File: src/rtl/bbp_pkg.sv
// Shared constants, register map and controller/datapath command types.
package bbp_pkg;

    localparam int SAMPLE_WIDTH_DEF = 24;
    localparam int STATE_WIDTH_DEF  = 40;
    localparam int COEF_WIDTH       = 32;
    localparam int COEF_FRAC        = 28;
    localparam int TAP_COUNT        = 4;
    localparam int TAP_IDX_WIDTH    = $clog2(TAP_COUNT);
    localparam int REG_COUNT        = 5;
    localparam int REG_IDX_WIDTH    = 3;
    localparam int PADDR_WIDTH      = 5;
    localparam int PDATA_WIDTH      = 32;

    typedef logic signed [COEF_WIDTH-1:0] coef_t;

    // Register indexes (byte address is 4 * index)
    localparam logic [REG_IDX_WIDTH-1:0] REG_GAIN      = 3'd0;
    localparam logic [REG_IDX_WIDTH-1:0] REG_FB_ONE    = 3'd1;
    localparam logic [REG_IDX_WIDTH-1:0] REG_FB_TWO    = 3'd2;
    localparam logic [REG_IDX_WIDTH-1:0] REG_FB_THREE  = 3'd3;
    localparam logic [REG_IDX_WIDTH-1:0] REG_FB_FOUR   = 3'd4;

    // Command from the sequencer to the datapath, one per cycle
    typedef struct packed {
        logic                     load;      // capture a new sample transaction
        logic                     mul_en;    // issue one half product
        logic                     mul_gain;  // gain times difference term
        logic [TAP_IDX_WIDTH-1:0] mul_tap;   // feedback tap when not gain
        logic                     mul_hi;    // upper half of the operand
        logic                     finish;    // close the recursion, shift delay line
    } bbp_cmd_t;

    // Status from the datapath back to the sequencer
    typedef struct packed {
        logic out_full;
    } bbp_sts_t;

endpackage

File: src/rtl/bbp_if.sv
// Stream interfaces for the sample input and result channels.
interface bbp_in_if #(
    parameter int SAMPLE_WIDTH = bbp_pkg::SAMPLE_WIDTH_DEF
);
    logic                           valid;
    logic                           ready;
    logic signed [SAMPLE_WIDTH-1:0] sample_in;
    logic                           block_start;

    modport source (output valid, output sample_in, output block_start, input ready);
    modport sink   (input valid, input sample_in, input block_start, output ready);
endinterface

interface bbp_out_if #(
    parameter int SAMPLE_WIDTH = bbp_pkg::SAMPLE_WIDTH_DEF
);
    logic                           valid;
    logic                           ready;
    logic signed [SAMPLE_WIDTH-1:0] sample_out;
    logic                           saturated;

    modport source (output valid, output sample_out, output saturated, input ready);
    modport sink   (input valid, input sample_out, input saturated, output ready);
endinterface

File: src/rtl/bbp_regs.sv
// APB-style coefficient register file.
module bbp_regs (
    input  logic                             clk,
    input  logic                             rst_n,
    input  logic                             psel,
    input  logic                             penable,
    input  logic                             pwrite,
    input  logic [bbp_pkg::PADDR_WIDTH-1:0]  paddr,
    input  logic [bbp_pkg::PDATA_WIDTH-1:0]  pwdata,
    output logic [bbp_pkg::PDATA_WIDTH-1:0]  prdata,
    output logic                             pready,
    output bbp_pkg::coef_t                   coef [bbp_pkg::REG_COUNT]
);
    import bbp_pkg::*;

    coef_t                    coef_reg [REG_COUNT];
    logic                     wr_en;
    logic [REG_IDX_WIDTH-1:0] reg_idx;

    assign pready  = 1'b1;
    assign wr_en   = psel & penable & pwrite;
    assign reg_idx = paddr[PADDR_WIDTH-1:2];

    // Write a coefficient; drop writes beyond the map
    always_ff @(posedge clk or negedge rst_n)
    begin
        if (!rst_n)
        begin
            for (int i = 0; i < REG_COUNT; i++)
            begin
                coef_reg[i] <= '0;
            end
        end
        else if (wr_en)
        begin
            case (reg_idx)
                REG_GAIN:     coef_reg[REG_GAIN]     <= pwdata;
                REG_FB_ONE:   coef_reg[REG_FB_ONE]   <= pwdata;
                REG_FB_TWO:   coef_reg[REG_FB_TWO]   <= pwdata;
                REG_FB_THREE: coef_reg[REG_FB_THREE] <= pwdata;
                REG_FB_FOUR:  coef_reg[REG_FB_FOUR]  <= pwdata;
                default:      ;
            endcase
        end
    end

    // Read back
    always_comb
    begin
        case (reg_idx)
            REG_GAIN:     prdata = coef_reg[REG_GAIN];
            REG_FB_ONE:   prdata = coef_reg[REG_FB_ONE];
            REG_FB_TWO:   prdata = coef_reg[REG_FB_TWO];
            REG_FB_THREE: prdata = coef_reg[REG_FB_THREE];
            REG_FB_FOUR:  prdata = coef_reg[REG_FB_FOUR];
            default:      prdata = '0;
        endcase
    end

    assign coef = coef_reg;

endmodule

File: src/rtl/bbp_ctrl.sv
// Sequencer: steps the shared multiplier through the ten half products of a sample.
module bbp_ctrl (
    input  logic              clk,
    input  logic              rst_n,
    input  logic              in_valid,
    output logic              in_ready,
    output bbp_pkg::bbp_cmd_t cmd,
    input  bbp_pkg::bbp_sts_t sts
);
    import bbp_pkg::*;

    localparam int CNT_WIDTH = $clog2(2 * TAP_COUNT);
    localparam logic [CNT_WIDTH-1:0] FEED_LAST  = CNT_WIDTH'(2 * TAP_COUNT - 1);
    localparam logic [CNT_WIDTH-1:0] DRAIN_LAST = CNT_WIDTH'(1);
    localparam logic [CNT_WIDTH-1:0] GAIN_LAST  = CNT_WIDTH'(1);

    typedef enum logic [2:0] {
        ST_IDLE,
        ST_FEED,
        ST_DRAIN,
        ST_FINISH,
        ST_WAIT,
        ST_GAIN
    } state_t;

    state_t               state_reg, state_next;
    logic [CNT_WIDTH-1:0] cnt_reg, cnt_next;

    assign in_ready = (state_reg == ST_IDLE);

    // Next state and per-cycle command
    always_comb
    begin
        state_next   = state_reg;
        cnt_next     = cnt_reg;
        cmd          = '0;
        case (state_reg)
            ST_IDLE:
            begin
                if (in_valid)
                begin
                    cmd.load   = 1'b1;
                    state_next = ST_FEED;
                    cnt_next   = '0;
                end
            end
            ST_FEED:
            begin
                cmd.mul_en  = 1'b1;
                cmd.mul_tap = cnt_reg[CNT_WIDTH-1:1];
                cmd.mul_hi  = cnt_reg[0];
                cnt_next    = cnt_reg + 1'b1;
                if (cnt_reg == FEED_LAST)
                begin
                    state_next = ST_DRAIN;
                    cnt_next   = '0;
                end
            end
            ST_DRAIN:
            begin
                cnt_next = cnt_reg + 1'b1;
                if (cnt_reg == DRAIN_LAST)
                begin
                    state_next = ST_FINISH;
                end
            end
            ST_FINISH:
            begin
                cmd.finish = 1'b1;
                state_next = ST_WAIT;
            end
            ST_WAIT:
            begin
                // hold until the result register is free
                if (!sts.out_full)
                begin
                    state_next = ST_GAIN;
                    cnt_next   = '0;
                end
            end
            ST_GAIN:
            begin
                cmd.mul_en   = 1'b1;
                cmd.mul_gain = 1'b1;
                cmd.mul_hi   = cnt_reg[0];
                cnt_next     = cnt_reg + 1'b1;
                if (cnt_reg == GAIN_LAST)
                begin
                    state_next = ST_IDLE;
                end
            end
            default:
            begin
                state_next = ST_IDLE;
            end
        endcase
    end

    // Hold state and counter
    always_ff @(posedge clk or negedge rst_n)
    begin
        if (!rst_n)
        begin
            state_reg <= ST_IDLE;
            cnt_reg   <= '0;
        end
        else
        begin
            state_reg <= state_next;
            cnt_reg   <= cnt_next;
        end
    end

    // A gain product never starts while a result is still waiting
    assert property (@(posedge clk) disable iff (!rst_n)
        (state_reg == ST_GAIN) |-> !sts.out_full)
        else $error("gain product issued while result register full");

    // An accepted transaction starts the feedback sweep at its first half product
    assert property (@(posedge clk) disable iff (!rst_n)
        cmd.load |=> (state_reg == ST_FEED) && (cnt_reg == '0))
        else $error("feedback sweep did not start after load");

    // The recursion is closed only after the last feedback product has drained
    assert property (@(posedge clk) disable iff (!rst_n)
        cmd.finish |-> $past(state_reg == ST_DRAIN) && !$past(cmd.mul_en, 2))
        else $error("finish issued before feedback products drained");

endmodule

File: src/rtl/bbp_dp.sv
// Datapath: delay line, shared split multiplier, accumulator and result register.
module bbp_dp #(
    parameter int SAMPLE_WIDTH = bbp_pkg::SAMPLE_WIDTH_DEF,
    parameter int STATE_WIDTH  = bbp_pkg::STATE_WIDTH_DEF
) (
    input  logic                           clk,
    input  logic                           rst_n,
    input  bbp_pkg::bbp_cmd_t              cmd,
    output bbp_pkg::bbp_sts_t              sts,
    input  bbp_pkg::coef_t                 coef [bbp_pkg::REG_COUNT],
    input  logic signed [SAMPLE_WIDTH-1:0] sample_in,
    input  logic                           block_start,
    input  logic                           out_ready,
    output logic                           out_valid,
    output logic signed [SAMPLE_WIDTH-1:0] sample_out,
    output logic                           saturated
);
    import bbp_pkg::*;

    // Operand covers the difference term new - 2*w2 + w4
    localparam int OP_W   = STATE_WIDTH + 2;
    localparam int LO_W   = OP_W / 2;
    localparam int HI_W   = OP_W - LO_W;
    localparam int PP_W   = COEF_WIDTH + HI_W + 1;
    localparam int PROD_W = COEF_WIDTH + OP_W;
    localparam int TERM_W = PROD_W - COEF_FRAC;
    localparam int ACC_W  = TERM_W + 3;
    localparam int W2_IDX = 1;
    localparam int W4_IDX = 3;

    localparam logic signed [ACC_W-1:0]  ST_MAX = ACC_W'({1'b0, {(STATE_WIDTH-1){1'b1}}});
    localparam logic signed [ACC_W-1:0]  ST_MIN = ~ST_MAX;
    localparam logic signed [TERM_W-1:0] Y_MAX  = TERM_W'({1'b0, {(SAMPLE_WIDTH-1){1'b1}}});
    localparam logic signed [TERM_W-1:0] Y_MIN  = ~Y_MAX;

    logic signed [STATE_WIDTH-1:0]  dl_reg [TAP_COUNT];
    logic signed [ACC_W-1:0]        acc_reg;
    logic signed [OP_W-1:0]         diff_reg;
    logic signed [PP_W-1:0]         pp_reg;
    logic signed [PROD_W-1:0]       prod_reg;
    logic                           t1_valid_reg, t1_hi_reg, t1_gain_reg;
    logic                           t2_done_reg, t2_gain_reg;
    logic                           out_valid_reg;
    logic signed [SAMPLE_WIDTH-1:0] out_sample_reg;
    logic                           out_sat_reg;

    coef_t                          coef_sel;
    logic signed [OP_W-1:0]         op_sel;
    logic signed [HI_W:0]           chunk;
    logic signed [PP_W-1:0]         pp_next;
    logic signed [PROD_W-1:0]       prod_next;
    logic signed [TERM_W-1:0]       term;
    logic signed [STATE_WIDTH-1:0]  new_state;
    logic signed [OP_W-1:0]         diff_next;
    logic signed [SAMPLE_WIDTH-1:0] y_sat;
    logic                           y_clip;
    logic                           capture;

    // Select coefficient and operand half for this issue
    always_comb
    begin
        if (cmd.mul_gain)
        begin
            coef_sel = coef[REG_GAIN];
            op_sel   = diff_reg;
        end
        else
        begin
            coef_sel = coef[REG_IDX_WIDTH'(REG_FB_ONE + REG_IDX_WIDTH'(cmd.mul_tap))];
            op_sel   = OP_W'(dl_reg[cmd.mul_tap]);
        end
        if (cmd.mul_hi)
        begin
            chunk = signed'({op_sel[OP_W-1], op_sel[OP_W-1:LO_W]});
        end
        else
        begin
            chunk = signed'({{(HI_W + 1 - LO_W){1'b0}}, op_sel[LO_W-1:0]});
        end
    end

    assign pp_next = coef_sel * chunk;

    // Combine half products into the exact product
    always_comb
    begin
        if (t1_hi_reg)
        begin
            prod_next = prod_reg + (PROD_W'(pp_reg) <<< LO_W);
        end
        else
        begin
            prod_next = PROD_W'(pp_reg);
        end
    end

    // Floor of product over 2^COEF_FRAC is the arithmetic shift
    assign term = signed'(prod_reg[PROD_W-1:COEF_FRAC]);

    // Saturate the recursion sum into the state range
    always_comb
    begin
        if (acc_reg > ST_MAX)
        begin
            new_state = STATE_WIDTH'(ST_MAX);
        end
        else if (acc_reg < ST_MIN)
        begin
            new_state = STATE_WIDTH'(ST_MIN);
        end
        else
        begin
            new_state = acc_reg[STATE_WIDTH-1:0];
        end
    end

    assign diff_next = OP_W'(new_state) - (OP_W'(dl_reg[W2_IDX]) <<< 1) + OP_W'(dl_reg[W4_IDX]);

    // Saturate the output sample
    always_comb
    begin
        y_clip = 1'b1;
        if (term > Y_MAX)
        begin
            y_sat = SAMPLE_WIDTH'(Y_MAX);
        end
        else if (term < Y_MIN)
        begin
            y_sat = SAMPLE_WIDTH'(Y_MIN);
        end
        else
        begin
            y_sat  = term[SAMPLE_WIDTH-1:0];
            y_clip = 1'b0;
        end
    end

    assign capture = t2_done_reg & t2_gain_reg;

    // Control tags, delay line, accumulator and result valid
    always_ff @(posedge clk or negedge rst_n)
    begin
        if (!rst_n)
        begin
            t1_valid_reg  <= 1'b0;
            t1_hi_reg     <= 1'b0;
            t1_gain_reg   <= 1'b0;
            t2_done_reg   <= 1'b0;
            t2_gain_reg   <= 1'b0;
            out_valid_reg <= 1'b0;
            acc_reg       <= '0;
            for (int i = 0; i < TAP_COUNT; i++)
            begin
                dl_reg[i] <= '0;
            end
        end
        else
        begin
            t1_valid_reg <= cmd.mul_en;
            t1_hi_reg    <= cmd.mul_hi;
            t1_gain_reg  <= cmd.mul_gain;
            t2_done_reg  <= t1_valid_reg & t1_hi_reg;
            t2_gain_reg  <= t1_gain_reg;

            // load the sample, clear the delay line at a block start
            if (cmd.load)
            begin
                acc_reg <= ACC_W'(sample_in);
                if (block_start)
                begin
                    for (int i = 0; i < TAP_COUNT; i++)
                    begin
                        dl_reg[i] <= '0;
                    end
                end
            end
            else if (t2_done_reg && !t2_gain_reg)
            begin
                acc_reg <= acc_reg + ACC_W'(term);
            end

            // advance the delay line
            if (cmd.finish)
            begin
                for (int i = TAP_COUNT - 1; i > 0; i--)
                begin
                    dl_reg[i] <= dl_reg[i-1];
                end
                dl_reg[0] <= new_state;
            end

            if (capture)
            begin
                out_valid_reg <= 1'b1;
            end
            else if (out_ready)
            begin
                out_valid_reg <= 1'b0;
            end
        end
    end

    // Payload registers
    always_ff @(posedge clk)
    begin
        if (cmd.mul_en)
        begin
            pp_reg <= pp_next;
        end
        if (t1_valid_reg)
        begin
            prod_reg <= prod_next;
        end
        if (cmd.finish)
        begin
            diff_reg <= diff_next;
        end
        if (capture)
        begin
            out_sample_reg <= y_sat;
            out_sat_reg    <= y_clip;
        end
    end

    assign sts.out_full = out_valid_reg;
    assign out_valid    = out_valid_reg;
    assign sample_out   = out_sample_reg;
    assign saturated    = out_sat_reg;

    // A finished result never lands on one still waiting
    assert property (@(posedge clk) disable iff (!rst_n)
        capture |-> !out_valid_reg)
        else $error("result register overwritten");

    // Upper half issue directly follows its lower half for the same product
    assert property (@(posedge clk) disable iff (!rst_n)
        (cmd.mul_en && cmd.mul_hi) |-> (t1_valid_reg && !t1_hi_reg && t1_gain_reg == cmd.mul_gain))
        else $error("upper half product without matching lower half");

    // Feedback terms are not still draining when a new sample loads
    assert property (@(posedge clk) disable iff (!rst_n)
        cmd.load |-> !(t1_valid_reg && !t1_gain_reg) && !(t2_done_reg && !t2_gain_reg))
        else $error("load collides with accumulator update");

endmodule

File: src/rtl/butterworth_bandpass_iir.sv
// Fourth-order band-pass IIR section: register file, sequencer and datapath.
//
// One direct form II section: new = d1*w1 + d2*w2 + d3*w3 + d4*w4 + x, saturated to the state
// width, and y = A*(new - 2*w2 + w4), saturated to the sample width with the saturated flag set
// on clipping. Each product is exact and floored by 2^28. A sample is processed as ten half
// products (four feedback taps and the gain, each split over the operand's two halves) on a
// single shared 32 by 22 bit multiplier. After acceptance the sequencer issues the feedback
// half products, drains them into the accumulator, closes the recursion, waits until the
// result register is free and then issues the gain half products. The gain halves pass
// through the half product and product registers, and the saturated result is then loaded
// into the result register, whose valid drives the port. Input is accepted again while a
// result still waits, and a new gain product is held off until that result is taken.
// Registers (APB, 32-bit, byte address 4*index): 0 gain A, 1..4 feedback d1..d4, all signed
// Q4.28, reset to zero; block_start clears the delay line before its sample is processed.
module butterworth_bandpass_iir #(
    parameter int SAMPLE_WIDTH = bbp_pkg::SAMPLE_WIDTH_DEF,
    parameter int STATE_WIDTH  = bbp_pkg::STATE_WIDTH_DEF
) (
    input  logic                            clk,
    input  logic                            rst_n,
    bbp_in_if.sink                          in_ch,
    bbp_out_if.source                       out_ch,
    input  logic                            psel,
    input  logic                            penable,
    input  logic                            pwrite,
    input  logic [bbp_pkg::PADDR_WIDTH-1:0] paddr,
    input  logic [bbp_pkg::PDATA_WIDTH-1:0] pwdata,
    output logic [bbp_pkg::PDATA_WIDTH-1:0] prdata,
    output logic                            pready
);
    import bbp_pkg::*;

    coef_t                          coef [REG_COUNT];
    bbp_cmd_t                       cmd;
    bbp_sts_t                       sts;
    logic                           in_ready;
    logic                           out_valid;
    logic signed [SAMPLE_WIDTH-1:0] sample_out;
    logic                           saturated;

    bbp_regs u_regs (
        .clk     (clk),
        .rst_n   (rst_n),
        .psel    (psel),
        .penable (penable),
        .pwrite  (pwrite),
        .paddr   (paddr),
        .pwdata  (pwdata),
        .prdata  (prdata),
        .pready  (pready),
        .coef    (coef)
    );

    bbp_ctrl u_ctrl (
        .clk      (clk),
        .rst_n    (rst_n),
        .in_valid (in_ch.valid),
        .in_ready (in_ready),
        .cmd      (cmd),
        .sts      (sts)
    );

    bbp_dp #(
        .SAMPLE_WIDTH (SAMPLE_WIDTH),
        .STATE_WIDTH  (STATE_WIDTH)
    ) u_dp (
        .clk         (clk),
        .rst_n       (rst_n),
        .cmd         (cmd),
        .sts         (sts),
        .coef        (coef),
        .sample_in   (SAMPLE_WIDTH'(in_ch.sample_in)),
        .block_start (in_ch.block_start),
        .out_ready   (out_ch.ready),
        .out_valid   (out_valid),
        .sample_out  (sample_out),
        .saturated   (saturated)
    );

    // Drive the channel handshakes
    assign in_ch.ready       = in_ready;
    assign out_ch.valid      = out_valid;
    assign out_ch.sample_out = sample_out;
    assign out_ch.saturated  = saturated;

endmodule
File: src/flat_wrapper.sv
// flat-port wrapper written by rule: the top's interface ports become plain ports
module butterworth_bandpass_iir_flat import bbp_pkg::*;
#(
    parameter int SAMPLE_WIDTH = bbp_pkg::SAMPLE_WIDTH_DEF,
    parameter int STATE_WIDTH  = bbp_pkg::STATE_WIDTH_DEF
)
  (clk, rst_n, psel, penable, pwrite, paddr, pwdata, prdata, pready, in_ch_valid, in_ch_sample_in, in_ch_block_start, in_ch_ready, out_ch_valid, out_ch_sample_out, out_ch_saturated, out_ch_ready);
  bbp_in_if #(.SAMPLE_WIDTH(SAMPLE_WIDTH)) in_ch_i ();
  bbp_out_if #(.SAMPLE_WIDTH(SAMPLE_WIDTH)) out_ch_i ();
  input  logic clk;
  input  logic rst_n;
  input  logic psel;
  input  logic penable;
  input  logic pwrite;
  input  logic [bbp_pkg::PADDR_WIDTH-1:0] paddr;
  input  logic [bbp_pkg::PDATA_WIDTH-1:0] pwdata;
  output logic [bbp_pkg::PDATA_WIDTH-1:0] prdata;
  output logic pready;
  input wire logic [$bits(in_ch_i.valid)-1:0] in_ch_valid;
  input wire logic [$bits(in_ch_i.sample_in)-1:0] in_ch_sample_in;
  input wire logic [$bits(in_ch_i.block_start)-1:0] in_ch_block_start;
  output wire logic [$bits(in_ch_i.ready)-1:0] in_ch_ready;
  output wire logic [$bits(out_ch_i.valid)-1:0] out_ch_valid;
  output wire logic [$bits(out_ch_i.sample_out)-1:0] out_ch_sample_out;
  output wire logic [$bits(out_ch_i.saturated)-1:0] out_ch_saturated;
  input wire logic [$bits(out_ch_i.ready)-1:0] out_ch_ready;
  assign in_ch_i.valid = in_ch_valid;
  assign in_ch_i.sample_in = in_ch_sample_in;
  assign in_ch_i.block_start = in_ch_block_start;
  assign in_ch_ready = in_ch_i.ready;
  assign out_ch_valid = out_ch_i.valid;
  assign out_ch_sample_out = out_ch_i.sample_out;
  assign out_ch_saturated = out_ch_i.saturated;
  assign out_ch_i.ready = out_ch_ready;
  butterworth_bandpass_iir #(.SAMPLE_WIDTH(SAMPLE_WIDTH), .STATE_WIDTH(STATE_WIDTH)) u_core (.clk(clk), .rst_n(rst_n), .in_ch(in_ch_i), .out_ch(out_ch_i), .psel(psel), .penable(penable), .pwrite(pwrite), .paddr(paddr), .pwdata(pwdata), .prdata(prdata), .pready(pready));
endmodule
File: config.mk
export PLATFORM = sky130hd
export DESIGN_NAME = butterworth_bandpass_iir_flat
export DESIGN_NICKNAME = d
export VERILOG_FILES = /design/src/rtl/bbp_pkg.sv /design/src/rtl/bbp_if.sv /design/src/rtl/bbp_regs.sv /design/src/rtl/bbp_ctrl.sv /design/src/rtl/bbp_dp.sv /design/src/rtl/butterworth_bandpass_iir.sv /design/src/flat_wrapper.sv
export SDC_FILE = /design/constraint.sdc
export NUM_CORES = 2
export LEC_CHECK = 0
export BUFFER_PORTS_ARGS = -buffer_cell sky130_fd_sc_hd__clkbuf_2
export CORE_ASPECT_RATIO = 0.75
export CORE_UTILIZATION = 50
export CTS_CLUSTER_DIAMETER = 80
export DETAILED_ROUTE_END_ITERATION = 6
export PLACE_DENSITY = 0.66
export SKIP_CTS_REPAIR_TIMING = 1
export SYNTH_ARGS = -nofsm -noshare
export SYNTH_HDL_FRONTEND = slang
export SYNTH_SLANG_ARGS = --single-unit
export TNS_END_PERCENT = 10
File: constraint.sdc
create_clock -name clk -period 12.1 [get_ports clk]
set_input_delay 0 -clock clk [delete_from_list [all_inputs] [get_ports clk]]
set_output_delay 0 -clock clk [all_outputs]
set_load 0.02 [all_outputs]
==> results.cfg <==
[sta]
worstMarginPinSlew_ns = 1.49
whs_ns = -0.0583
final.setup.worst_slack_ns = 1.16
finalClockSkew_ns = 0.0704
finalCriticalPeriod_ns = 10.94
max-slew-margin-rel = 0.00677
timing.setup.tns_ns = 0
achievable-frequency_ghz = 0.0914
setup_violations = 0
period_utilisation_layout = 0.904
final-hold-violation-count = 57
unrepaired_setup_endpoints_after_global_routing = false
slew_viol_final = 0

[detailed_routing]
first_pass_iters = 7
detailroute.via_count = 45400
post-route-drc-count = 0
routedWlPerCell_um = 22.3
detailedRoute.firstIterationViolations = 4081
vias_per_cell = 5.92
drt_wl_total_mm = 171
route.antenna.remaining_nets = 0

[finish]
area_occupied_by_registers_sq_um = 14800
final_layout_size_suffix_gt1_frac = 0.0955
multiInputGateArea_sq_um = 38300
n_antenna_cell = 0
finish.net_count = 7207
fill_cells = 10200
flow.area_growth_from_synthesis_pct = 8.48
mostFrequentLayoutCells = sky130_fd_sc_hd__inv_1, sky130_fd_sc_hd__fa_1, sky130_fd_sc_hd__nand2_1, sky130_fd_sc_hd__nor2_1, sky130_fd_sc_hd__dfrtp_1
final_common_cell = sky130_fd_sc_hd__inv_1
final_design_area_no_fill_sq_um = 62500

[yosys]
cell_count_after_synthesis = 6074
synth_nets = 7185
ys_seq_elements = 555
post_synth_instance_area_sq_um = 57600
synth_area_per_cell_sq_um = 9.49
synth.largest_area_cell = sky130_fd_sc_hd__fa_1
synth-edff-count = 174
yosys_warnings = 0
yosysUniqueCellTypes = 85
post-synth-top-area-fraction = 0.258
synth_sequential_area_ratio = 0.256
ys_async_rst_share = 0.686
ys.flop_type = sky130_fd_sc_hd__dfrtp_1
synthTopCellsByArea = sky130_fd_sc_hd__fa_1, sky130_fd_sc_hd__dfrtp_1, sky130_fd_sc_hd__edfxtp_1, sky130_fd_sc_hd__ha_1, sky130_fd_sc_hd__inv_1

[global_route]
grt-ovfl-total = 0
grt.total_usage = 0.297
gr-usage-met2 = 0.458
grt_use_met3 = 0.0595
grt_antenna_before_repair = 7
maximum_number_of_pins_on_one_net_before_global_route_repair = 162
grt-busiest-layer = met2
grt_pass1_vias = 46000
gr-usage-met1 = 0.420
grt_pass1_wl_mm = 268

[place]
io_buffers = 125
place.gp.congestion = 0.953
dp_hpwl_mm = 126
place_area_sq_um = 59800
post-place-ws_ns = 1.36

[clock_tree]
ctsLongestPathBuffers = 3
cts_root_buf = sky130_fd_sc_hd__clkbuf_16
cts_inserted_buffers = 60
clock-sinks = 555
h_tree_depth = 2
clk_transition_reported_paths_ns = 0.06
worst_skew_pair.late_latency_ns = 0.69
cts_tree = done

[run_status]
violations = hold timing, capacitance limit
run_status = finished with violations

[die]
ios = 129
die_y_um = 296
initial_utilization = 0.506
coreArea_sq_um = 114000
floorplan.die_area_sq_um = 117000
placement_rows = 107
die_w_um = 394

[worst_setup_path]
worst-endpoint-arrival_ns = 11.30
worst-setup-path-type = register to register
setup.worst_path.end_class = register
worst-endpoint-required_ns = 12.46
crit_path_start_kind = register
crit_path_slowest_cell = sky130_fd_sc_hd__a21oi_2
timing.critical_path.fanout_max = 58
timing.critical_path.mode_cell = sky130_fd_sc_hd__fa_1
cpPeakStageDelay_ns = 0.77

[worst_hold_path]
hold_path_class = primary input to async pin

[run]
drv_cap = 1
-- routing by layer --
layer	routed length, um	vias to the layer above
li1	-	20100
met1	73100	22900
met2	75200	2057
met3	16900	334
met4	5940	0
met5	0	-
-- critical path: cells and delay by family (launching register included) --
kind / cells / cell delay, ns
compound gates: 10 / 2.91
fa+ha+maj: 8 / 4.06
buf+inv: 4 / 0.91
flops: 1 / 0.46
mux: 2 / 0.49
simple gates: 7 / 1.71
-- synthesized netlist by cell type (all sizes together), types with 5 or more instances --
| master | count |
|---|---|
| o21bai | 33 |
| nor3b | 7 |
| o21ai | 227 |
| and3 | 31 |
| fa | 743 |
| nor2 | 457 |
| inv | 899 |
| o311ai | 5 |
| clkbuf | 216 |
| ha | 299 |
| edfxtp | 174 |
| nand3b | 7 |
| a22o | 125 |
| mux2i | 89 |
| mux2 | 192 |
| a221oi | 45 |
| o211ai | 18 |
| nand4 | 31 |
| a31oi | 37 |
| xnor2 | 110 |
| a21boi | 10 |
| or3 | 9 |
| a21oi | 348 |
| a21o | 126 |
| nand2 | 714 |
| nand2b | 45 |
| and2 | 68 |
| a22oi | 32 |
| a31o | 10 |
| a2111oi | 7 |
| nor2b | 44 |
| a211oi | 75 |
| dfrtp | 381 |
| nor3 | 47 |
| nand3 | 57 |
| buf | 100 |
| nor4 | 15 |
| o31a | 5 |
| o21a | 23 |
| a311oi | 36 |
| or2 | 19 |
| a211o | 10 |
| o31ai | 9 |
| xor2 | 50 |
| o22ai | 35 |
-- per-stage QoR --
stage / util / instances
2_1_floorplan: - / 6074
3_5_place_dp: 0.525 / 7500
3_3_place_gp: 0.525 / 7500
5_1_grt: 0.549 / 7672
6_report: 0.549 / 7672
4_1_cts: 0.543 / 7612
-- final cells by class --
| type | count | area share |
|---|---|---|
| Clock buffer | 79 | 0.0276 |
| Clock inverter | 33 | 0.00645 |
| Inverter | 902 | 0.0542 |
| Multi-Input combinational cell | 4301 | 0.613 |
| Sequential cell | 555 | 0.236 |
| Tap cell | 1526 | 0.0305 |
| Timing Repair Buffer | 276 | 0.0315 |
-- kinds of logic (layout without fill, tap and decap cells) --
kind of cell | count (synthesis) | after routing | synth area share
AO/OA/AOI/OAI | 1253 | 1253 | 0.145
XOR/XNOR | 160 | 160 | 0.0243
adder cells (fa/ha/maj) | 1042 | 1042 | 0.323
buffers and inverters | 1218 | 1290 | 0.0812
flip-flops | 555 | 555 | 0.256
multiplexers | 281 | 281 | 0.0530
other | 1 | 1 | 0.0000651
AND/OR/NAND/NOR | 1564 | 1564 | 0.118
-- worst paths after layout --
kind                                                 start                 endpoint  slack [ns]  depth (start not counted)
min in group clk                        in_ch_sample_in[1]   u_core.u_dp.acc_reg[1]        0.08                          4
worst min-delay path                                 rst_n   u_core.u_dp.dl_reg[55]       -0.06                          2
worst max-delay path            u_core.u_ctrl.state_reg[1]   u_core.u_dp.pp_reg[53]        1.16                         31
worst min register to register     u_core.u_dp.t1_gain_reg  u_core.u_dp.t2_gain_reg        0.38                          0
max in group asynchronous                            rst_n  u_core.u_regs.coef[158]        9.88                          4
worst max register to register  u_core.u_ctrl.state_reg[1]   u_core.u_dp.pp_reg[53]        1.16                         31
Power is not shown: default switching activity piles up to over one toggle a cycle in this logic, so the estimate is an artifact.
